**src/rtl/chr_pkg.sv**
```systemverilog
`default_nettype none

package chr_pkg;

    // verdict reason codes
    localparam int unsigned REASON_W = 3;
    typedef logic [REASON_W-1:0] t_reason;

    localparam t_reason REASON_OK     = 3'd0;
    localparam t_reason REASON_SHORT  = 3'd1;
    localparam t_reason REASON_META   = 3'd2;
    localparam t_reason REASON_ATTR   = 3'd3;
    localparam t_reason REASON_MARKER = 3'd4;
    localparam t_reason REASON_DEVICE = 3'd5;

    // configuration register indexes
    localparam int unsigned CFG_IDX_W = 1;
    typedef logic [CFG_IDX_W-1:0] t_cfg_idx;

    localparam t_cfg_idx CFG_DEVICE_ID      = 1'd0;
    localparam t_cfg_idx CFG_DEVICE_PRESENT = 1'd1;

    localparam int unsigned CFG_DATA_W = 60;

    // fifteen-byte type marker, text "x-" + vendor + "-teh-rtp"
    function automatic logic [7:0] marker_byte(input logic [3:0] idx);
        logic [7:0] b;
        case (idx)
            4'd0:    b = 8'h78;
            4'd1:    b = 8'h2D;
            4'd2:    b = 8'h6E;
            4'd3:    b = 8'h6F;
            4'd4:    b = 8'h6B;
            4'd5:    b = 8'h69;
            4'd6:    b = 8'h61;
            4'd7:    b = 8'h2D;
            4'd8:    b = 8'h74;
            4'd9:    b = 8'h65;
            4'd10:   b = 8'h68;
            4'd11:   b = 8'h2D;
            4'd12:   b = 8'h72;
            4'd13:   b = 8'h74;
            4'd14:   b = 8'h70;
            default: b = 8'h00;
        endcase
        return b;
    endfunction

endpackage

`default_nettype wire

```
**src/rtl/clip_header_recognizer.sv**
```systemverilog
// Clip header recogniser. Header bytes enter on the input channel one item per
// clock while o_stall is low, offset zero first; the item flagged i_last_byte
// closes the header and yields one registered verdict item (o_recognized,
// o_reason), then the byte position returns to zero for the next header. A
// byte is taken in the cycle it is offered unless o_stall is high, so the
// sustained rate is one item per clock while the output side takes verdicts.
// The start/end timing check runs in the background on a small divider that
// is launched once the duration field (offset 51) has arrived; a header needs
// 36 more bytes before its verdict can depend on it, so the check is always
// complete in time. Verdicts pass through a result register and a one-entry
// skid register: o_stall only rises when both hold a verdict, i.e. after the
// output side has stalled while a second verdict came in. The device id
// registers may be written only while no header is in flight.

`default_nettype none

module clip_header_recognizer (
    input  wire                              i_clk,
    input  wire                              i_rst_n,
    // header byte channel
    input  wire                              i_valid,
    output logic                             o_stall,
    input  wire  [7:0]                       i_header_byte,
    input  wire                              i_last_byte,
    // verdict channel
    output logic                             o_valid,
    input  wire                              i_stall,
    output logic                             o_recognized,
    output chr_pkg::t_reason                 o_reason,
    // configuration
    input  wire                              i_cfg_we,
    input  wire  chr_pkg::t_cfg_idx          i_cfg_index,
    input  wire  [chr_pkg::CFG_DATA_W-1:0]   i_cfg_data
);

    import chr_pkg::*;

    // header layout
    localparam logic [6:0] HDR_NEEDED    = 7'd88;
    localparam logic [6:0] POS_META0     = 7'd0;
    localparam logic [6:0] POS_META1     = 7'd1;
    localparam logic [6:0] POS_META2     = 7'd2;
    localparam logic [6:0] POS_DUR_LAST  = 7'd51;
    localparam logic [6:0] POS_MARK_LEN  = 7'd56;
    localparam logic [6:0] POS_MARK_0    = 7'd57;
    localparam logic [6:0] POS_DEV_LEN   = 7'd72;
    localparam logic [6:0] POS_DEV_0     = 7'd73;
    localparam logic [7:0] FIELD_LEN     = 8'd15;
    localparam logic [7:0] ASCII_ZERO    = 8'h30;

    // timing limits
    localparam logic [63:0] MILLENNIUM_MS  = 64'd63072000000000;
    localparam logic [31:0] MAX_DURATION   = 32'd86400000;
    localparam logic [31:0] MAX_DUR_ERROR  = 32'd60000;
    localparam logic [10:0] MS_PER_US      = 11'd1000;

    // timing sequencer steps
    localparam logic [4:0] TM_IDLE     = 5'd0;
    localparam logic [4:0] TM_PREP     = 5'd1;
    localparam logic [4:0] TM_DIV_LAST = 5'd17;
    localparam logic [4:0] TM_FINAL    = 5'd18;

    // ---------------------------------------------------------------- config
    logic [CFG_DATA_W-1:0] r_dev_digits;
    logic                  r_dev_present;

    always_ff @(posedge i_clk) begin
        if (!i_rst_n) begin
            r_dev_digits  <= '0;
            r_dev_present <= 1'b0;
        end else if (i_cfg_we) begin
            case (i_cfg_index)
                CFG_DEVICE_ID:      r_dev_digits  <= i_cfg_data;
                CFG_DEVICE_PRESENT: r_dev_present <= i_cfg_data[0];
                default: ;
            endcase
        end
    end

    // ---------------------------------------------------------- header state
    logic        in_acc;
    logic        take;
    logic        clear;

    logic [6:0]  r_pos,        n_pos;
    logic        r_meta_ok,    n_meta_ok;
    logic [31:0] r_attr,       n_attr;
    logic        r_mk_len_ok,  n_mk_len_ok;
    logic        r_mk_match,   n_mk_match;
    logic        r_dev_len_ok, n_dev_len_ok;
    logic        r_dev_match,  n_dev_match;

    logic [63:0] r_start;
    logic [63:0] r_end;
    logic [31:0] r_dur;

    logic [3:0]  mk_idx;
    logic [3:0]  dev_idx;
    logic [3:0]  dev_nib_sel;
    logic [3:0]  dev_nib;
    logic [2:0]  time_lane;

    assign in_acc = i_valid & ~o_stall;
    assign take   = (r_pos < HDR_NEEDED);
    assign clear  = in_acc & i_last_byte;

    assign mk_idx      = 4'(r_pos - POS_MARK_0);
    assign dev_idx     = 4'(r_pos - POS_DEV_0);
    assign dev_nib_sel = 4'(4'd14 - dev_idx);
    assign dev_nib     = r_dev_digits[{dev_nib_sel, 2'b00} +: 4];
    // low word first, each word big-endian
    assign time_lane   = {r_pos[2], ~r_pos[1:0]};

    // header state as it stands once the current byte is folded in
    always_comb begin
        n_pos        = r_pos;
        n_meta_ok    = r_meta_ok;
        n_attr       = r_attr;
        n_mk_len_ok  = r_mk_len_ok;
        n_mk_match   = r_mk_match;
        n_dev_len_ok = r_dev_len_ok;
        n_dev_match  = r_dev_match;
        if (take) begin
            n_pos = r_pos + 7'd1;
            if (r_pos == POS_META0) begin
                n_meta_ok = (i_header_byte == 8'd0);
            end else if (r_pos == POS_META1) begin
                n_meta_ok = r_meta_ok & (i_header_byte == 8'd0);
            end else if (r_pos == POS_META2) begin
                n_meta_ok = r_meta_ok & (i_header_byte < 8'd8);
            end else if (r_pos[6:2] == 5'd1) begin
                n_attr = {r_attr[23:0], i_header_byte};
            end else if (r_pos == POS_MARK_LEN) begin
                n_mk_len_ok = (i_header_byte == FIELD_LEN);
            end else if (r_pos >= POS_MARK_0 && r_pos < POS_DEV_LEN) begin
                if (i_header_byte != marker_byte(mk_idx)) begin
                    n_mk_match = 1'b0;
                end
            end else if (r_pos == POS_DEV_LEN) begin
                n_dev_len_ok = (i_header_byte == FIELD_LEN);
            end else if (r_pos >= POS_DEV_0) begin
                // a digit nibble above nine never matches
                if (dev_nib > 4'd9 || i_header_byte != (ASCII_ZERO + {4'd0, dev_nib})) begin
                    n_dev_match = 1'b0;
                end
            end
        end
    end

    always_ff @(posedge i_clk) begin
        if (!i_rst_n || clear) begin
            r_pos        <= '0;
            r_meta_ok    <= 1'b0;
            r_mk_len_ok  <= 1'b0;
            r_mk_match   <= 1'b1;
            r_dev_len_ok <= 1'b0;
            r_dev_match  <= 1'b1;
        end else if (in_acc) begin
            r_pos        <= n_pos;
            r_meta_ok    <= n_meta_ok;
            r_mk_len_ok  <= n_mk_len_ok;
            r_mk_match   <= n_mk_match;
            r_dev_len_ok <= n_dev_len_ok;
            r_dev_match  <= n_dev_match;
        end
    end

    // wide fields, fully rewritten by every header before they are used
    always_ff @(posedge i_clk) begin
        if (in_acc) begin
            r_attr <= n_attr;
            if (take) begin
                if (r_pos[6:3] == 4'd4) begin
                    r_start[{time_lane, 3'b000} +: 8] <= i_header_byte;
                end
                if (r_pos[6:3] == 4'd5) begin
                    r_end[{time_lane, 3'b000} +: 8] <= i_header_byte;
                end
                if (r_pos[6:2] == 5'd12) begin
                    r_dur <= {r_dur[23:0], i_header_byte};
                end
            end
        end
    end

    // ---------------------------------------------------------- timing check
    // prep: sign of the span, magnitude, range checks; then 16 steps of four
    // restoring-division bits (divide by 1000, keep the low 32 quotient
    // bits); final: apply the sign and compare against the duration
    logic [4:0]  r_tm_step, n_tm_step;
    logic        r_timing_ok;
    logic        r_neg;
    logic [63:0] r_mag;
    logic        r_range_ok;
    logic        r_dur_ok;
    logic [31:0] r_thr;
    logic [9:0]  r_rem;
    logic [31:0] r_quo;

    logic        tm_start;
    logic        end_before;
    logic [9:0]  div_rem;
    logic [10:0] div_t;
    logic [3:0]  div_q;
    logic [31:0] span;
    logic        final_ok;

    assign tm_start   = in_acc & ~i_last_byte & (r_pos == POS_DUR_LAST);
    assign end_before = (r_end < r_start);

    always_comb begin
        div_rem = r_rem;
        div_t   = '0;
        div_q   = '0;
        for (int k = 0; k < 4; k++) begin
            div_t = {div_rem, r_mag[6'(63 - k)]};
            if (div_t >= MS_PER_US) begin
                div_rem          = 10'(div_t - MS_PER_US);
                div_q[2'(3 - k)] = 1'b1;
            end else begin
                div_rem = div_t[9:0];
            end
        end
    end

    assign span     = r_neg ? (~r_quo + 32'd1) : r_quo;
    assign final_ok = r_range_ok & r_dur_ok & (span != 32'd0) & ~span[31] & (span > r_thr);

    always_comb begin
        n_tm_step = r_tm_step;
        if (tm_start) begin
            n_tm_step = TM_PREP;
        end else if (r_tm_step == TM_FINAL) begin
            n_tm_step = TM_IDLE;
        end else if (r_tm_step != TM_IDLE) begin
            n_tm_step = r_tm_step + 5'd1;
        end
    end

    always_ff @(posedge i_clk) begin
        if (!i_rst_n || clear) begin
            r_tm_step   <= TM_IDLE;
            r_timing_ok <= 1'b0;
        end else begin
            r_tm_step <= n_tm_step;
            if (r_tm_step == TM_FINAL) begin
                r_timing_ok <= final_ok;
            end
        end
    end

    always_ff @(posedge i_clk) begin
        if (r_tm_step == TM_PREP) begin
            r_neg      <= end_before;
            r_mag      <= end_before ? (r_start - r_end) : (r_end - r_start);
            r_range_ok <= ~r_start[63] & (r_start > MILLENNIUM_MS) &
                          ~r_end[63]   & (r_end   > MILLENNIUM_MS);
            r_dur_ok   <= (r_dur < MAX_DURATION);
            r_thr      <= (r_dur > MAX_DUR_ERROR) ? (r_dur - MAX_DUR_ERROR) : 32'd0;
            r_rem      <= '0;
            r_quo      <= '0;
        end else if (r_tm_step > TM_PREP && r_tm_step <= TM_DIV_LAST) begin
            r_mag <= {r_mag[59:0], 4'd0};
            r_rem <= div_rem;
            r_quo <= {r_quo[27:0], div_q};
        end
    end

    // --------------------------------------------------------------- verdict
    t_reason    verdict;
    logic [3:0] ver_nib;
    logic [7:0] post_rule;

    assign ver_nib   = n_attr[7:4];
    assign post_rule = n_attr[23:16];

    always_comb begin
        if (n_pos < HDR_NEEDED) begin
            verdict = REASON_SHORT;
        end else if (!n_meta_ok) begin
            verdict = REASON_META;
        end else if (post_rule > 8'd3 || ver_nib < 4'd2 || ver_nib > 4'd8) begin
            verdict = REASON_ATTR;
        end else if (!n_mk_len_ok) begin
            verdict = REASON_MARKER;
        end else if (!n_mk_match && !r_timing_ok) begin
            // marker text differs: the timing check has the last word
            verdict = REASON_MARKER;
        end else if (post_rule == 8'd2 &&
                     (!r_dev_present || !n_dev_len_ok || !n_dev_match)) begin
            verdict = REASON_DEVICE;
        end else begin
            verdict = REASON_OK;
        end
    end

    // ------------------------------------------------- result and skid regs
    logic    r_out_valid;
    logic    r_out_recog;
    t_reason r_out_reason;
    logic    r_skid_valid;
    logic    r_skid_recog;
    t_reason r_skid_reason;
    logic    out_free;

    assign out_free = ~r_out_valid | ~i_stall;

    always_ff @(posedge i_clk) begin
        if (!i_rst_n) begin
            r_out_valid  <= 1'b0;
            r_skid_valid <= 1'b0;
        end else if (out_free) begin
            if (r_skid_valid) begin
                r_out_valid  <= 1'b1;
                r_skid_valid <= 1'b0;
            end else begin
                r_out_valid  <= clear;
            end
        end else if (clear) begin
            r_skid_valid <= 1'b1;
        end
    end

    always_ff @(posedge i_clk) begin
        if (out_free) begin
            if (r_skid_valid) begin
                r_out_recog  <= r_skid_recog;
                r_out_reason <= r_skid_reason;
            end else if (clear) begin
                r_out_recog  <= (verdict == REASON_OK);
                r_out_reason <= verdict;
            end
        end else if (clear) begin
            r_skid_recog  <= (verdict == REASON_OK);
            r_skid_reason <= verdict;
        end
    end

    assign o_stall      = r_skid_valid;
    assign o_valid      = r_out_valid;
    assign o_recognized = r_out_recog;
    assign o_reason     = r_out_reason;

endmodule

`default_nettype wire

```
**config.mk**
```make
export PLATFORM = sky130hd
export DESIGN_NAME = clip_header_recognizer
export DESIGN_NICKNAME = d
export VERILOG_FILES = /design/src/rtl/chr_pkg.sv /design/src/rtl/clip_header_recognizer.sv
export SDC_FILE = /design/constraint.sdc
export NUM_CORES = 1
export LEC_CHECK = 0
export ABC_AREA = 0
export BUFFER_PORTS_ARGS = -buffer_cell sky130_fd_sc_hd__buf_2
export CORE_ASPECT_RATIO = 0.6
export CORE_MARGIN = 5
export CORE_UTILIZATION = 40
export CTS_CLUSTER_SIZE = 24
export DETAILED_ROUTE_END_ITERATION = 10
export PLACE_DENSITY = 0.71
export RECOVER_POWER = 25
export SLEW_MARGIN = 20
export SYNTH_ARGS = -nofsm -noshare
export SYNTH_HDL_FRONTEND = slang
export SYNTH_SLANG_ARGS = --single-unit
```
**constraint.sdc**
```tcl
create_clock -name i_clk -period 7.6 [get_ports i_clk]
set_input_delay 1.52 -clock i_clk [delete_from_list [all_inputs] [get_ports i_clk]]
set_output_delay 1.52 -clock i_clk [all_outputs]
set_load 0.02 [all_outputs]
```
==> results.cfg, run 1 <==
[power]
p_sw_mw = 0.3054
intPower_mw = 0.9271
max-vdd-ir-drop_mv = 0.09785
clkPwrFrac_pct = 37.5
sw_frac_of_total_pct = 24.78
p_comb_share_pct = 12.3
seqPwrFrac_pct = 50.2
p_leak_nw = 2.332
p_total_mw = 1.232
p_per_area_nw_per_um2 = 189.6

[clock_network]
cts_setup_buffers = 0
insertion_delay_ps = 350
htree_levels = 3
cts.root.buffer_cell = clkbuf_16
cts_tree = done
cts_num_sinks = 107
numCtsBuffers = 9
cts_resized = 0
clkTransAtPathRegs_ps = 70
cts_buffer_depth = 2
hold_buffers = 0

[critical_path]
slowest_delay_ps = 1550
crit_chain = clkbuf_1 -> nand2_1 -> a211oi_1
critPathCaptureType = flop
startpoint_type = primary input
crit_buf_inv = 1
cp_slowest_cell = clkbuf_1
critical_path_arrival_ps = 4220
required_ps = 7860
crit_family = buffers and inverters
critPathMaxFanout = 65
critPathKind = primary input to flop

[timing]
worst_pin_slew_ps = 2225
rsz0062_at_grt = false
period_minus_slack_ps = 3962
finClkSkew_ps = 14.36
final.period_utilization_pct = 52.14
drv_slew = 66
hold_viol = 0
holdWs_ps = 423.2
fmax_ghz = 0.2524
slew_headroom_pct = -48.34
fin_setup_tns_ps = 0
setup_viol = 0

[placed_design]
hpwl_um = 10440
port_buffers = 80
post_dp_cell_area_sq_um = 6182
gp_congestion = 0.8969

[outcome]
violations = max-capacitance violations, max-slew violations
status = finished with violations

[global_routing]
grt_start_max_net_pins = 66
grt_pass1_wl_um = 22830
gr-total-overflow = 0
antenna_found_initial = 0
grt.total_usage_pct = 17.14
grt_pass1_vias = 4469

[synthesis]
ys_ff_latch = 107
ys_warn_count = 0
syn_avg_cell_area_sq_um = 9.380
yosysSeqAreaShare_pct = 42.89
synth_cell_types = 74
syn_nets = 694
synth-async-reset-ratio_pct = 0
synth_area_sq_um = 5741
synthFlopType = dfxtp_1
synth_edf_count = 32
netlist_instances = 612

[drt]
wl_um = 14200
drc = 0
drtAntennaViolNets = 0
wl_per_cell_um = 16.51
drtIter0Drc = 442
vias = 4656
dr.pass1.iters = 5
viasPerCell = 5.414

[layout]
utilization_pct = 46.84
multi_input_area_sq_um = 3030
mostFrequentLayoutCells = 147 x nand2_1, 75 x buf_2, 74 x dfxtp_1
num-fill-cells = 1363
nets = 745
final_common_cell = nand2_1
area_growth_pct = 13.21
antenna_cells = 0
layout-drive-gt1-share_pct = 22.46
seqCellArea_sq_um = 2464
postLayoutCellArea_sq_um = 6499

[floorplanning]
die_w_um = 164.7
die-area_sq_um = 16930
num_rows = 33
die_y_um = 102.8
start_util_pct = 41.38
io_pins = 81
coreArea_sq_um = 13870

[min_path]
hold_class = flop to flop

[job]
drv_cap = 1
## cell usage after synthesis, types with 10 or more instances
cell	number	area, sq um
nand2b_1	12	75.07
a21oi_1	14	70.07
nor2_1	27	101.4
clkbuf_1	28	105.1
edfxtp_1	32	960.9
a21boi_0	62	465.5
mux2_2	27	304.0
nand2_1	147	551.8
buf_4	10	75.07
mux2i_1	18	180.2
dfxtp_1	75	1501
nor3_1	13	65.06
## routing by layer
layer | global-route usage [%] | wire (um) | part of all wire (%) | vias up
met1 | 25.46 | 7030 | 50 | 2198
met3 | 4.315 | 1162 | 8.2 | 18
met4 | 4.856 | 194 | 1.4 | 0
met5 | 0 | 0 | 0 | -
met2 | 24.69 | 5810 | 41 | 158
li1 | - | - | - | 2282
## cell type report
class,instances,area share (%)
Tap cell,192,3.697
Multi-Input combinational cell,453,46.63
Sequential cell,107,37.91
Clock buffer,12,4.120
Timing Repair Buffer,84,6.719
Inverter,8,0.4621
Clock inverter,4,0.4621
## power groups by stage
stage	logic, mW	registers, mW	clock network (mW)
6_report	0.151	0.619	0.462
5_1_grt	0.168	0.621	0.496
4_1_cts	0.149	0.619	0.472
3_5_place_dp	0.148	0.632	0
3_3_place_gp	0.144	0.631	0
2_1_floorplan	0.103	0.630	0
## state kept, by name, indices dropped and copies added (netlist names)
| register | flops |
|---|---|
| o_reason | 3 |
| o_recognized | 1 |
| o_stall | 1 |
| o_valid | 1 |
| r_attr | 24 |
| r_dev_digits | 60 |
| r_dev_len_ok | 1 |
| r_dev_match | 1 |
| r_dev_present | 1 |
| r_meta_ok | 1 |
| r_mk_len_ok | 1 |
| r_mk_match | 1 |
| r_pos | 7 |
| r_skid_reason | 3 |
| r_skid_recog | 1 |
## final timing paths
check | from | end | slack (ps) | cells past startpoint
hold reg to reg | r_attr[2] | r_attr[10] | 420 | 0
setup reg to reg | r_pos[3] | o_reason[1] | 4230 | 7
setup / recovery | i_rst_n | r_mk_len_ok | 3640 | 3
hold / removal | r_attr[2] | r_attr[10] | 420 | 0
## through the flow
| stage | setup slack [ps] | std cells |
|---|---|---|
| 2_1_floorplan | 3987 | 612 |
| 3_3_place_gp | 3758 | 843 |
| 3_5_place_dp | 3652 | 843 |
| 4_1_cts | 4026 | 859 |
| 5_1_grt | 3275 | 860 |
| 6_report | 3638 | 860 |
## kinds of logic (layout without fill, tap and decap cells)
group / Yosys count / in the layout / share of synthesized area (%)
AO/OA/AOI/OAI: 143 / 143 / 18.72
XOR/XNOR: 7 / 7 / 1.068
adder cells (fa/ha/maj): 7 / 7 / 1.526
buffers and inverters: 52 / 108 / 4.577
flip-flops: 107 / 107 / 42.89
multiplexers: 53 / 53 / 11.44
AND/OR/NAND/NOR: 243 / 243 / 19.77
No activity file was read; power rests on OpenSTA's default activity.
==> run 2, diff against run 1 <==
--- a/config.mk
+++ b/config.mk
@@ -12,7 +12,7 @@
 export CORE_UTILIZATION = 40
 export CTS_CLUSTER_SIZE = 24
 export DETAILED_ROUTE_END_ITERATION = 10
-export PLACE_DENSITY = 0.71
+export PLACE_DENSITY = 0.73
 export RECOVER_POWER = 25
 export SLEW_MARGIN = 20
 export SYNTH_ARGS = -nofsm -noshare
==> constraint.sdc (replaced) <==
create_clock -name i_clk -period 3.35 [get_ports i_clk]
set_input_delay 0.67 -clock i_clk [delete_from_list [all_inputs] [get_ports i_clk]]
set_output_delay 0.67 -clock i_clk [all_outputs]
set_load 0.02 [all_outputs]
==> run 2 against run 1 <==
The run still ends with max-capacitance violations, max-slew violations left. Hold slack improved by 0.52 ps. Clock skew decreased by 4.9 ps. Via count increased by 2.5%. Die area unchanged. Critical path depth increased by 6. Setup slack got worse by 3300 ps. Global-route usage increased by 0.49 points. Sequential share of layout area decreased by 0.50 points. Utilization increased by 0.62 points. Sequential cell count unchanged. Cell area increased by 1.3%. Critical path type is now flop to flop.
==> results.cfg, run 2 (same netlist as run 1, synthesis figures left out) <==
[drt]
drtAntennaViolNets = 0
drtIter0Drc = 411
viasPerCell = 5.456
wl_per_cell_um = 16.64
dr.pass1.iters = 5
drc = 0
vias = 4774
wl_um = 14560

[layout]
multi_input_area_sq_um = 3025
utilization_pct = 47.47
finalNonFillerCells = 875
largest_reg_flops = 60
area_growth_pct = 14.71
num-fill-cells = 1342
largest-register = r_dev_digits
mostFrequentLayoutCells = 147 x nand2_1, 75 x buf_2, 74 x dfxtp_1
layout-drive-gt1-share_pct = 24.16
final_common_cell = nand2_1
antenna_cells = 0
nets = 760
reg_top3 = r_dev_digits: 60 flops, r_attr: 24 flops, r_pos: 7 flops
seqCellArea_sq_um = 2464

[global_routing]
antenna_found_initial = 0
gr-total-overflow = 0
grt_pass1_vias = 4700
grt_pass1_wl_um = 23550
grt.total_usage_pct = 17.63
grt_start_max_net_pins = 65

[power]
p_leak_nw = 2.396
intPower_mw = 2.074
p_comb_share_pct = 12.6
clkPwrFrac_pct = 37.0
sw_frac_of_total_pct = 25.66
seqPwrFrac_pct = 50.4
p_per_area_nw_per_um2 = 423.7
p_sw_mw = 0.7161
max-vdd-ir-drop_mv = 0.2111

[timing]
setup_viol = 0
fin_setup_tns_ps = 0
finClkSkew_ps = 9.426
final.period_utilization_pct = 90.19
worst_pin_slew_ps = 2192
hold_viol = 0
fmax_ghz = 0.3310
slew_headroom_pct = -46.14
setup_ws_ps = 328.5
drv_slew = 65
holdWs_ps = 423.8
period_minus_slack_ps = 3021
rsz0062_at_grt = false

[critical_path]
critPathMaxFanout = 12
critical_path_arrival_ps = 3120
required_ps = 3450
startpoint_type = flop
critPathKind = flop to flop
critPathCaptureType = flop

[placed_design]
hpwl_um = 11060
gp_congestion = 0.9138
placedCellCount = 859
dp_slack_ps = 252.8
port_buffers = 80

[min_path]
hold_class = flop to flop

[clock_network]
insertion_delay_ps = 350
cts_tree = done
cts.root.buffer_cell = clkbuf_16
hold_buffers = 0
cts_resized = 0
numCtsBuffers = 9
cts_buffer_depth = 2
clkTransAtPathRegs_ps = 70
cts_num_sinks = 107
htree_levels = 3
cts_setup_buffers = 0

[floorplanning]
io_pins = 81
die_w_um = 164.7
die-area_sq_um = 16930
num_rows = 33
die_y_um = 102.8
coreArea_sq_um = 13870
start_util_pct = 41.38

[job]
drv_cap = 1

[outcome]
violations = max-capacitance violations, max-slew violations
status = finished with violations
==> run 2: cell count changes in the layout (fill, tap and decap cells not counted) <==
cell,change
clkinv_4,+1
nand2b_2,+1
nand2b_4,-1
inv_6,+2
clkbuf_16,-1
clkinvlp_4,-1
inv_4,-1
inv_8,+1
buf_4,+15
buf_12,-1
==> run 2: power groups by stage <==
stage | logic, mW | clock network, mW | registers, mW
final | 0.351 | 1.03 | 1.41
after global routing | 0.386 | 1.11 | 1.41
after CTS | 0.348 | 1.06 | 1.41
after detailed placement | 0.346 | 0 | 1.44
after global placement | 0.334 | 0 | 1.43
after floorplan | 0.233 | 0 | 1.43
==> run 2: worst paths after layout <==
| kind | cells after the start | endpoint | slack, ps | from |
|---|---|---|---|---|
| worst max-delay path | 9 | o_reason[2] | 330 | r_pos[2] |
| worst min-delay path | 0 | r_attr[9] | 420 | r_attr[1] |
| worst max register to register | 9 | o_reason[2] | 330 | r_pos[2] |
| worst min register to register | 0 | r_attr[9] | 420 | r_attr[1] |
==> run 2: area by class of cell <==
class / count / share of cell area [%]
tap: 192 / 3.648
inverter: 8 / 0.4560
multi-input combinational: 453 / 45.94
timing repair buffer: 99 / 8.094
clock buffer: 10 / 3.629
sequential: 107 / 37.41
clock inverter: 6 / 0.8170
==> run 2: metrics by stage <==
stage | area (sq um) | total power, mW
floorplan | 5741 | 1.662
detailed placement | 6302 | 1.782
finish | 6585 | 2.790
CTS | 6595 | 2.816
global placement | 6302 | 1.766
global route | 6585 | 2.910
==> run 2: per-layer routing <==
layer	share of wire, %	wire, um	track usage, %
met1	49	7096	25.57
met2	41	6029	25.70
met3	8.6	1258	5.513
met4	1.2	175	4.217
met5	0	0	0
==> run 2: critical path: stages (launching register included) <==
cell and delay [ps]:
dfxtp_1 470, inv_1 190, ha_1 550, mux2_2 380, a21oi_1 180, mux2i_1 110, mux2i_1 140, a41oi_1 220
a211o_1 350, a22o_1 190
